**config.mk**
```make
export PLATFORM = sky130hd
export DESIGN_NAME = block_rms_level_meter
export DESIGN_NICKNAME = d
export VERILOG_FILES = /design/src/rtl/rlm_pkg.sv /design/src/rtl/rlm_mul.sv /design/src/rtl/rlm_div.sv /design/src/rtl/block_rms_level_meter.sv
export SDC_FILE = /design/constraint.sdc
export NUM_CORES = 2
export LEC_CHECK = 0
export BUFFER_PORTS_ARGS = -buffer_cell sky130_fd_sc_hd__buf_2
export CAP_MARGIN = 15
export CELL_PAD_IN_SITES_DETAIL_PLACEMENT = 2
export CELL_PAD_IN_SITES_GLOBAL_PLACEMENT = 2
export CORE_MARGIN = 1
export CORE_UTILIZATION = 40
export DETAILED_ROUTE_END_ITERATION = 12
export PLACE_DENSITY_LB_ADDON = 0.1
export SETUP_SLACK_MARGIN = 0.05
export SYNTH_ARGS = -nofsm -noshare
export SYNTH_HDL_FRONTEND = slang
export SYNTH_SLANG_ARGS = --single-unit
```
**constraint.sdc**
```tcl
create_clock -name clk -period 4.82 [get_ports clk]
set_clock_uncertainty 0.15 [all_clocks]
set_input_delay 1.205 -clock clk [delete_from_list [all_inputs] [get_ports clk]]
set_output_delay 1.205 -clock clk [all_outputs]
set_load 0.02 [all_outputs]
```
**src/rtl/rlm_pkg.sv**
```systemverilog
// shared constants for the rms level meter
package rlm_pkg;

	localparam int BLOCK_MAX_DEF   = 1024;
	localparam int SAMPLE_BITS_DEF = 16;

	localparam int MUL_W = 34;

	localparam logic [15:0] ATTACK_RESET  = 16'd42598;
	localparam logic [15:0] RELEASE_RESET = 16'd11796;
	localparam logic [6:0]  FLOOR_RESET   = 7'd60;

	localparam logic [18:0] LOG2_TO_DB = 19'd394566;
	localparam logic [14:0] DB_FLOOR   = 15'd24576;

	localparam logic [1:0] REG_ATTACK  = 2'd0;
	localparam logic [1:0] REG_RELEASE = 2'd1;
	localparam logic [1:0] REG_FLOOR   = 2'd2;

endpackage

```
**src/rtl/rlm_mul.sv**
```systemverilog
// bit-serial shift-add multiplier
module rlm_mul #(
	parameter int W = rlm_pkg::MUL_W
) (
	input  logic             clk,
	input  logic             arst_n,
	input  logic             start,
	input  logic [W-1:0]     a,
	input  logic [W-1:0]     b,
	output logic             done,
	output logic [2*W-1:0]   prod
);

	localparam int CW = $clog2(W + 1);

	logic [2*W-1:0] acc_q;
	logic [2*W-1:0] a_q;
	logic [W-1:0]   b_q;
	logic [CW-1:0]  cnt_q;
	logic           done_q;

	always_ff @(posedge clk or negedge arst_n) begin
		if (!arst_n) begin
			acc_q  <= '0;
			a_q    <= '0;
			b_q    <= '0;
			cnt_q  <= '0;
			done_q <= 1'b0;
		end else begin
			done_q <= 1'b0;
			if (start) begin
				acc_q <= '0;
				a_q   <= {{W{1'b0}}, a};
				b_q   <= b;
				cnt_q <= CW'(W);
			end else if (cnt_q != '0) begin
				if (b_q[0]) begin
					acc_q <= acc_q + a_q;
				end
				a_q   <= a_q << 1;
				b_q   <= b_q >> 1;
				cnt_q <= cnt_q - 1'b1;
				if (cnt_q == CW'(1)) begin
					done_q <= 1'b1;
				end
			end
		end
	end

	assign done = done_q;
	assign prod = acc_q;

endmodule

```
**src/rtl/rlm_div.sv**
```systemverilog
// bit-serial restoring divider
module rlm_div #(
	parameter int NW = 41,
	parameter int DW = 15
) (
	input  logic          clk,
	input  logic          arst_n,
	input  logic          start,
	input  logic [NW-1:0] n,
	input  logic [DW-1:0] d,
	output logic          done,
	output logic [NW-1:0] quo
);

	localparam int CW = $clog2(NW + 1);

	logic [NW-1:0] quo_q;
	logic [DW-1:0] rem_q;
	logic [DW-1:0] d_q;
	logic [CW-1:0] cnt_q;
	logic          done_q;
	logic [DW:0]   r2;
	logic          ge;

	assign r2 = {rem_q, quo_q[NW-1]};
	assign ge = r2 >= {1'b0, d_q};

	always_ff @(posedge clk or negedge arst_n) begin
		if (!arst_n) begin
			quo_q  <= '0;
			rem_q  <= '0;
			d_q    <= '0;
			cnt_q  <= '0;
			done_q <= 1'b0;
		end else begin
			done_q <= 1'b0;
			if (start) begin
				quo_q <= n;
				rem_q <= '0;
				d_q   <= d;
				cnt_q <= CW'(NW);
			end else if (cnt_q != '0) begin
				rem_q <= ge ? DW'(r2 - {1'b0, d_q}) : DW'(r2);
				quo_q <= {quo_q[NW-2:0], ge};
				cnt_q <= cnt_q - 1'b1;
				if (cnt_q == CW'(1)) begin
					done_q <= 1'b1;
				end
			end
		end
	end

	assign done = done_q;
	assign quo  = quo_q;

endmodule

```
**src/rtl/block_rms_level_meter.sv**
```systemverilog
// rms level meter with dbfs conversion and attack/release smoothing
//
// Samples arrive on the src channel (src_valid/src_stall, sample, last); one
// transaction per sample. Each sample is squared by a bit-serial multiplier
// and added to the block sum if fewer than BLOCK_MAX samples are summed;
// src_stall stays high meanwhile, so the next sample waits for the square.
// A sample with last set also runs the end-of-block work: a serial divide
// of the sum by the count (one quotient bit per cycle), a square root at two
// bits per cycle, normalization, sixteen serial squarings for log2, a serial
// multiply to dB, a serial divide for the meter target and a serial multiply
// for the smoothing step.
// Results leave on the res channel (res_valid/res_stall) through an output
// register, so new samples are taken while a result waits; a stalled result
// only holds back the next end of block.
// Configuration is a plain write port (cfg_wr_en, cfg_index, cfg_data); the
// user must write it only while idle, which the block does not enforce. Reset
// restores the register defaults and clears the sum, the count and the meter.
module block_rms_level_meter #(
	parameter int BLOCK_MAX   = rlm_pkg::BLOCK_MAX_DEF,
	parameter int SAMPLE_BITS = rlm_pkg::SAMPLE_BITS_DEF
) (
	input  logic                          clk,
	input  logic                          arst_n,
	input  logic                          src_valid,
	output logic                          src_stall,
	input  logic signed [SAMPLE_BITS-1:0] sample,
	input  logic                          last,
	output logic                          res_valid,
	input  logic                          res_stall,
	output logic        [15:0]            rms_level,
	output logic signed [15:0]            level_dbfs,
	output logic        [15:0]            meter_level,
	input  logic                          cfg_wr_en,
	input  logic        [1:0]             cfg_index,
	input  logic        [15:0]            cfg_data
);

	localparam int MW     = rlm_pkg::MUL_W;
	localparam int SB     = SAMPLE_BITS;
	localparam int CNT_W  = $clog2(BLOCK_MAX + 1);
	localparam int SUM_W  = 2 * SB - 2 + CNT_W;
	localparam int DIV_NW = (SUM_W > 32) ? SUM_W : 32;
	localparam int DIV_DW = (CNT_W > 15) ? CNT_W : 15;
	localparam int SH     = 34 - 2 * SB;
	localparam int SHL    = (SH > 0) ? SH : 0;
	localparam int SHR    = (SH < 0) ? -SH : 0;

	localparam logic [3:0] ST_IDLE  = 4'd0;
	localparam logic [3:0] ST_SQ    = 4'd1;
	localparam logic [3:0] ST_DIV   = 4'd2;
	localparam logic [3:0] ST_SQRT  = 4'd3;
	localparam logic [3:0] ST_NORM  = 4'd4;
	localparam logic [3:0] ST_LOG   = 4'd5;
	localparam logic [3:0] ST_DB    = 4'd6;
	localparam logic [3:0] ST_TPREP = 4'd7;
	localparam logic [3:0] ST_TGT   = 4'd8;
	localparam logic [3:0] ST_SPREP = 4'd9;
	localparam logic [3:0] ST_STEP  = 4'd10;
	localparam logic [3:0] ST_OUT   = 4'd11;

	logic [3:0]        state_q;
	logic [15:0]       attack_q, release_q;
	logic [6:0]        floor_q;
	logic [SUM_W-1:0]  sum_q;
	logic [CNT_W-1:0]  cnt_q;
	logic              last_q;
	logic [15:0]       meter_q;

	logic              mul_go_q;
	logic [MW-1:0]     mul_a_q, mul_b_q;
	logic              mul_done;
	logic [2*MW-1:0]   mul_prod;
	logic              div_go_q;
	logic [DIV_NW-1:0] div_n_q;
	logic [DIV_DW-1:0] div_d_q;
	logic              div_done;
	logic [DIV_NW-1:0] div_quo;

	logic [33:0]       sq_val_q;
	logic [16:0]       root_q;
	logic [18:0]       rem_q;
	logic [4:0]        it_q;
	logic [15:0]       rms_q;
	logic [15:0]       norm_q;
	logic [3:0]        e_q;
	logic [15:0]       frac_q;
	logic [14:0]       dbm_q;
	logic [15:0]       target_q;
	logic              up_q;

	logic              res_valid_q;
	logic [15:0]       res_rms_q, res_db_q, res_meter_q;

	logic              src_acc;
	logic [SB-1:0]     raw, magn;
	logic              room;
	logic [SUM_W-1:0]  sum_new;
	logic [CNT_W-1:0]  cnt_new;
	logic [DIV_NW+SHL-1:0] q_ext;
	logic [33:0]       mean_s;
	logic [20:0]       rem2, trial;
	logic              sq_ge;
	logic [32:0]       yy;
	logic              lbit;
	logic [31:0]       y_new;
	logic [15:0]       frac_new;
	logic [20:0]       mag;
	logic [39:0]       dbp;
	logic [15:0]       dbr;
	logic [6:0]        fl;
	logic [14:0]       span;
	logic [15:0]       step;
	logic [15:0]       meter_new;
	logic              res_load;

	rlm_mul #(.W(MW)) u_mul (
		.clk(clk), .arst_n(arst_n), .start(mul_go_q), .a(mul_a_q), .b(mul_b_q),
		.done(mul_done), .prod(mul_prod)
	);

	rlm_div #(.NW(DIV_NW), .DW(DIV_DW)) u_div (
		.clk(clk), .arst_n(arst_n), .start(div_go_q), .n(div_n_q), .d(div_d_q),
		.done(div_done), .quo(div_quo)
	);

	assign src_stall = (state_q != ST_IDLE);
	assign src_acc   = src_valid && !src_stall;
	assign raw       = sample;
	assign magn      = raw[SB-1] ? (~raw + 1'b1) : raw;

	assign room    = cnt_q < CNT_W'(BLOCK_MAX);
	assign sum_new = room ? sum_q + SUM_W'(mul_prod) : sum_q;
	assign cnt_new = room ? cnt_q + 1'b1 : cnt_q;

	assign q_ext  = (DIV_NW + SHL)'(div_quo) << SHL;
	assign mean_s = 34'(q_ext >> SHR);

	assign rem2  = {rem_q, sq_val_q[33:32]};
	assign trial = {2'b00, root_q, 2'b01};
	assign sq_ge = rem2 >= trial;

	assign yy       = mul_prod[63:31];
	assign lbit     = yy[32];
	assign y_new    = lbit ? yy[32:1] : yy[31:0];
	assign frac_new = {frac_q[14:0], lbit};
	assign mag      = 21'h100000 - {1'b0, e_q, frac_new};

	assign dbp = mul_prod[39:0] + 40'h800000;
	assign dbr = dbp[39:24];

	assign fl   = (floor_q == '0) ? 7'd1 : floor_q;
	assign span = {fl, 8'h00};

	assign step      = 16'((mul_prod[31:0] + 32'h8000) >> 16);
	assign meter_new = up_q ? meter_q + step : meter_q - step;

	assign res_load = (state_q == ST_OUT) && (!res_valid_q || !res_stall);

	always_ff @(posedge clk or negedge arst_n) begin
		if (!arst_n) begin
			attack_q  <= rlm_pkg::ATTACK_RESET;
			release_q <= rlm_pkg::RELEASE_RESET;
			floor_q   <= rlm_pkg::FLOOR_RESET;
		end else if (cfg_wr_en) begin
			unique case (cfg_index)
				rlm_pkg::REG_ATTACK:  attack_q  <= cfg_data;
				rlm_pkg::REG_RELEASE: release_q <= cfg_data;
				rlm_pkg::REG_FLOOR:   floor_q   <= cfg_data[6:0];
				default: ;
			endcase
		end
	end

	always_ff @(posedge clk or negedge arst_n) begin
		if (!arst_n) begin
			state_q     <= ST_IDLE;
			sum_q       <= '0;
			cnt_q       <= '0;
			last_q      <= 1'b0;
			meter_q     <= '0;
			mul_go_q    <= 1'b0;
			mul_a_q     <= '0;
			mul_b_q     <= '0;
			div_go_q    <= 1'b0;
			div_n_q     <= '0;
			div_d_q     <= '0;
			sq_val_q    <= '0;
			root_q      <= '0;
			rem_q       <= '0;
			it_q        <= '0;
			rms_q       <= '0;
			norm_q      <= '0;
			e_q         <= '0;
			frac_q      <= '0;
			dbm_q       <= '0;
			target_q    <= '0;
			up_q        <= 1'b0;
		end else begin
			mul_go_q <= 1'b0;
			div_go_q <= 1'b0;
			unique case (state_q)
				ST_IDLE: begin
					if (src_acc) begin
						mul_a_q  <= MW'(magn);
						mul_b_q  <= MW'(magn);
						mul_go_q <= 1'b1;
						last_q   <= last;
						state_q  <= ST_SQ;
					end
				end
				ST_SQ: begin
					if (mul_done) begin
						sum_q <= sum_new;
						cnt_q <= cnt_new;
						if (last_q) begin
							div_n_q  <= DIV_NW'(sum_new);
							div_d_q  <= DIV_DW'(cnt_new);
							div_go_q <= 1'b1;
							state_q  <= ST_DIV;
						end else begin
							state_q <= ST_IDLE;
						end
					end
				end
				ST_DIV: begin
					if (div_done) begin
						sq_val_q <= mean_s;
						root_q   <= '0;
						rem_q    <= '0;
						it_q     <= 5'd17;
						state_q  <= ST_SQRT;
					end
				end
				ST_SQRT: begin
					if (it_q != '0) begin
						rem_q    <= sq_ge ? 19'(rem2 - trial) : 19'(rem2);
						root_q   <= {root_q[15:0], sq_ge};
						sq_val_q <= sq_val_q << 2;
						it_q     <= it_q - 1'b1;
					end else begin
						rms_q  <= root_q[16] ? 16'hFFFF : root_q[15:0];
						norm_q <= root_q[16] ? 16'hFFFF : root_q[15:0];
						e_q    <= 4'd15;
						if (root_q == '0) begin
							dbm_q   <= rlm_pkg::DB_FLOOR;
							state_q <= ST_TPREP;
						end else begin
							state_q <= ST_NORM;
						end
					end
				end
				ST_NORM: begin
					if (norm_q[15]) begin
						mul_a_q  <= MW'({norm_q, 16'h0000});
						mul_b_q  <= MW'({norm_q, 16'h0000});
						mul_go_q <= 1'b1;
						frac_q   <= '0;
						it_q     <= 5'd16;
						state_q  <= ST_LOG;
					end else begin
						norm_q <= norm_q << 1;
						e_q    <= e_q - 1'b1;
					end
				end
				ST_LOG: begin
					if (mul_done) begin
						frac_q   <= frac_new;
						it_q     <= it_q - 1'b1;
						mul_go_q <= 1'b1;
						if (it_q == 5'd1) begin
							mul_a_q <= MW'(mag);
							mul_b_q <= MW'(rlm_pkg::LOG2_TO_DB);
							state_q <= ST_DB;
						end else begin
							mul_a_q <= MW'(y_new);
							mul_b_q <= MW'(y_new);
						end
					end
				end
				ST_DB: begin
					if (mul_done) begin
						dbm_q   <= (dbr > 16'(rlm_pkg::DB_FLOOR)) ? rlm_pkg::DB_FLOOR
							: dbr[14:0];
						state_q <= ST_TPREP;
					end
				end
				ST_TPREP: begin
					if (dbm_q >= span) begin
						target_q <= '0;
						state_q  <= ST_SPREP;
					end else begin
						div_n_q  <= DIV_NW'({span - dbm_q, 16'h0000});
						div_d_q  <= DIV_DW'(span);
						div_go_q <= 1'b1;
						state_q  <= ST_TGT;
					end
				end
				ST_TGT: begin
					if (div_done) begin
						target_q <= (div_quo > DIV_NW'(16'hFFFF)) ? 16'hFFFF : div_quo[15:0];
						state_q  <= ST_SPREP;
					end
				end
				ST_SPREP: begin
					up_q     <= target_q > meter_q;
					mul_a_q  <= (target_q > meter_q) ? MW'(target_q - meter_q)
						: MW'(meter_q - target_q);
					mul_b_q  <= (target_q > meter_q) ? MW'(attack_q) : MW'(release_q);
					mul_go_q <= 1'b1;
					state_q  <= ST_STEP;
				end
				ST_STEP: begin
					if (mul_done) begin
						meter_q <= meter_new;
						state_q <= ST_OUT;
					end
				end
				ST_OUT: begin
					if (res_load) begin
						sum_q   <= '0;
						cnt_q   <= '0;
						state_q <= ST_IDLE;
					end
				end
				default: state_q <= ST_IDLE;
			endcase
		end
	end

	always_ff @(posedge clk or negedge arst_n) begin
		if (!arst_n) begin
			res_valid_q <= 1'b0;
			res_rms_q   <= '0;
			res_db_q    <= '0;
			res_meter_q <= '0;
		end else if (res_load) begin
			res_valid_q <= 1'b1;
			res_rms_q   <= rms_q;
			res_db_q    <= 16'h0000 - {1'b0, dbm_q};
			res_meter_q <= meter_q;
		end else if (res_valid_q && !res_stall) begin
			res_valid_q <= 1'b0;
		end
	end

	assign res_valid   = res_valid_q;
	assign rms_level   = res_rms_q;
	assign level_dbfs  = res_db_q;
	assign meter_level = res_meter_q;

endmodule

```
== Word level (Yosys, flattened, before mapping) ==
Index checks and enable logic that the tools add are counted.
Storage, ports and cells
  register bits: 700
  output and inout bits: 50
Operators by class
  equality and inequality tests: 33
  bitwise gates (word level): 2
  muxes and demuxes: 111
  $add $sub $neg: 19
  magnitude comparators: 7
  reduce and logical (&&, ||, !) cells: 46
Operators by type and width (number)
  $mux 68: 5
  $mux 41: 8
  $mux 34: 9
  $pmux 34 s4: 2
  $mux 15: 12
  $pmux 41 s2: 2
  $mux 16: 9
  $mux 32: 3
  $pmux 15 s2: 3
  $add 68x68->68: 1
  $pmux 34 s2: 1
  $pmux 16 s2: 2
  $mux 19: 3
  $mux 4: 13
  $pmux 4 s12: 1
  $add 41x41->41: 1
  $gt 41x16->1 const B: 1
  $add 40x24->40 const B: 1
  $pmux 19 s2: 1
  $mux 17: 2
  $pmux 17 s2: 1
  $sub 16x16->17: 2
  $mux 11: 3
  $add 32x16->32 const B: 1
  55 further kinds: 131

== Longest topological paths before layout ==
  word-level depth: 5
  mapped depth: 20

== Cells and area by module ==
From an unflattened synthesis, not the netlist that was laid out.
Second synthesis, totals
  cell total of the unflattened synthesis: 4765
  area total of the unflattened synthesis: 42578.3 um^2
Modules (own cells, without submodules)
  block_rms_level_meter: instances 1, area an instance 26708.1 um^2, cells each 2955
  rlm_mul: instances 1, area an instance 11474.8 um^2, cells each 1357
  rlm_div: instances 1, area an instance 4395.5 um^2, cells each 453

== Worst setup path after synthesis ==
No wires, ideal clock.
  path type: reg2reg
  start: reg u_mul.acc_q[15], in the netlist u_mul.prod[15]
  end: reg meter_q[11]
  setup slack: 964 ps
  arrival: 3581 ps
  cell stages (with the launch flop): 17
  required time: 4545 ps
  period minus slack after synthesis: 3856 ps
  cells stage by stage: dfrtp_1 > ha_1 > nor4_1 > a41o_1 > and2_1 > clkbuf_1 > nand2_1 > o21ai_0 > o22ai_1 > xor2_1 > ha_1 > or4_1 > a31o_1 > a21o_1 > a221oi_1 > xnor2_1 > mux2_2
On the way
  word-level cells in the longest chain between the ends: 3
RTL lines
  start: declaration: RTL line rlm_mul.sv:16  | logic [2*W-1:0] acc_q;
  start signal: assignment: RTL line rlm_mul.sv:38  | acc_q <= acc_q + a_q;
  $add 32x16->32 (*): RTL line block_rms_level_meter.sv:154  | assign step = 16'((mul_prod[31:0] + 32'h8000) >> 16);
  $sub 16x16->16 or $add 16x16->16 (tied branches): RTL line block_rms_level_meter.sv:155  | assign meter_new = up_q ? meter_q + step : meter_q - step;
  $mux 16 (*): RTL line block_rms_level_meter.sv:155
  end signal: assignment: RTL line block_rms_level_meter.sv:314  | meter_q <= meter_new;
  end: declaration: RTL line block_rms_level_meter.sv:67  | logic [15:0] meter_q;
Mark *: on every way between the ends. The rest lies on a longest branch, timed or not.
A chain may end at the register's enable or synchronous reset.

== Worst setup path after layout ==
  start: reg u_mul.acc_q[16], in the netlist u_mul.prod[16]
  end: reg meter_q[15]
The elaborated chain is that of the path after synthesis.

==> qor.csv <==
metric;value;unit
nets;4913;
power_density;706;nW/um2
power.total;32.6;mW
grt_pass1_vias;38600;
cts_tree;done;
cp.required;5.23;ns
fp.dieArea;104000;um2
first_pass_iters;5;
setup.worst_path.start_class;flip-flop;
avgSynthCellArea;8.82;um2
critPathKind;flip-flop to flip-flop;
rows;117;
post-route-period-util;0.918;
synthArstFlopShare;1.00;
synth-edff-count;0;
hold_viol_final;0;
via_per_inst;5.94;
portBuffers;89;
globalRouteTotalUtil;0.301;
synth-warning-count;0;
synth.most_common_cell;nand2_1;
grt_first_pass_wirelength;242;mm
crit_arrival;4.84;ns
synth_seq_cells;685;
maxCapViolCount;0;
cts_sinks;685;
route.final.wire_length;157;mm
clockRootBuffer;clkbuf_16;
post-route-min-period;4.43;ns
status;complete, no violations;
synth_ff_type;dfrtp_1;
synth_area;41200;um2
critical_path.endpoint_type;flip-flop;
antenna_left;0;
yosysUniqueCellTypes;94;
synth.top_cell.area_share;0.405;
slew_headroom;0.217;
grt_setup_unrepaired;no;
min_path_type;flip-flop to flip-flop;
overflow;0;
routabilityCongestion;0.872;
yosys-top-cells-area;dfrtp_1 41%, nand2_1 7.0%, ha_1 6.4%, o21ai_0 5.9%, mux2i_1 4.5%;
drc;0;
post-dp-hpwl;116;mm
initial_utilization;0.404;
path_clk_slew;0.06;ns
layout_setup_ws;0.393;ns
numCtsBuffers;84;
synthTopCellsByCount;772 x nand2_1, 667 x dfrtp_1, 482 x o21ai_0;
finalSetupTns;0;ns
io_pins;90;
num_vias;36200;
critPathMaxFanout;8;
syn_to_final_growth;11.9;%
cts_hold_repair.buffers;0;
drive_gt1_frac;0.0933;
final_max_slew_viol_count;0;
synth_top_area_cell;dfrtp_1;
clk_path_buf_depth;3;
core;102000;um2
vdd_drop_max;664;uV
synthCells;4673;
p_leak;20.9;nW
grt_max_degree;89;
clock.fmax;0.226;GHz
synth_seq_area_share;0.416;
drt_iter0_markers;2255;
die_w;323;um
worstMarginPinSlew;1.17;ns
dp_slack;0.370;ns
syn-num-nets;4929;
insertion_delay;0.68;ns
wire_per_inst;25.7;um
h-tree-depth;3;
grt_antenna_before_repair;7;
setup_violations;0;
die_h;323;um
cell usage in the layout (no fill, tap or decap), types with 22 or more instances in the layout:
cell type,instances
o21ai_0,482
nor2b_1,32
and3_1,31
a31oi_1,41
dfrtp_1,663
a221o_1,22
mux2_2,53
xnor2_1,160
inv_1,145
clkbuf_16,86
nand3_1,114
o21bai_1,28
xor2_1,99
o21ai_1,75
nand2_1,770
mux2i_1,184
nand2b_1,22
nor3_1,92
a21oi_1,318
a22o_1,24
ha_1,209
nor4_1,29
o31ai_1,27
buf_4,75
a21o_1,118
nand4_1,45
buf_2,88
a211o_1,24
nor2_1,258
state kept, by name (all words and copies together), names as in the netlist, 17 cells and up:
name        flops
u_mul.prod     64
u_mul.b_q      32
u_div.quo      41
root_q         17
mul_a_q        33
rem_q          19
div_n_q        41
mul_b_q        32
sum_q          41
sq_val_q       32
u_mul.a_q      64
power by group:
part,internal (mW),switching [mW],total (mW)
clock,4.08,2.80,6.88
sequential,7.39,2.05,9.44
combinational,5.77,10.5,16.2
worst max-delay path, cell delays in order, from the launching register on:
cell      delay, ns
dfrtp_1        0.49
ha_2           0.36
xnor2_1        0.18
ha_1           0.20
nor2b_1        0.43
nor2_1         0.10
xnor2_1        0.16
ha_1           0.33
nand3_1        0.09
o211ai_1       0.12
or4_1          0.45
a31o_1         0.23
a21o_1         0.22
a21oi_1        0.21
o41ai_1        0.14
xnor2_1        0.22
nor2_1         0.08
xnor2_1        0.16
metrics by stage:
step	std cells	instance area [um2]	utilization	hold WS [ns]
after floorplan	4673	41200	-	0.289
after global placement	5937	43100	0.423	0.304
after detailed placement	5937	43100	0.423	0.312
after CTS	6093	46100	0.452	0.330
after global routing	6095	46100	0.452	0.347
final	6096	46100	0.453	0.321
per-layer routing:
metal	vias up	part of all wire	GRT usage
met4	2	0.023	0.0735
met1	18900	0.48	0.431
met2	665	0.45	0.480
met5	-	0.000083	0
met3	198	0.044	0.0400
li1	16500	-	-
path summary, 6_finish.rpt:
kind / slack [ns] / endpoint / depth (start not counted) / start
min in group asynchronous: 0.38 / u_div.d_q[5] / 1 / arst_n
max in group asynchronous: 2.98 / u_mul.b_q[21] / 2 / arst_n
min reg2reg: 0.32 / rms_level[9] / 2 / rms_q[9]
min: 0.32 / rms_level[9] / 2 / rms_q[9]
max reg2reg: 0.39 / meter_q[15] / 17 / u_mul.prod[16]
max: 0.39 / meter_q[15] / 17 / u_mul.prod[16]
cells by family (layout without fill, tap and decap cells):
logic type,after synthesis,count (layout),synth area share
buffers and inverters,422,476,0.0400
flip-flops,685,685,0.416
other,0,1,0
multiplexers,241,241,0.0604
AO/OA/AOI/OAI,1363,1363,0.202
adder cells (fa/ha/maj),216,216,0.0667
AND/OR/NAND/NOR,1487,1487,0.159
XOR/XNOR,259,259,0.0550
area by class of cell:
cell class,count,area [um2]
Antenna cell,1,2.50
Fill cell,11200,55800
Tap cell,1368,1710
Sequential cell,685,17200
Timing Repair Buffer,172,1180
Clock buffer,121,2470
Inverter,148,556
Clock inverter,35,495
Multi-Input combinational cell,3566,22500
what timing repair did:
| item | CTS | global route |
|---|---|---|
| endpoints found under the setup margin | 0 | 4 |
| setup buffers | 0 | 2 |
| resized for setup | 0 | 1 |
(Power assumes the default switching activity.)
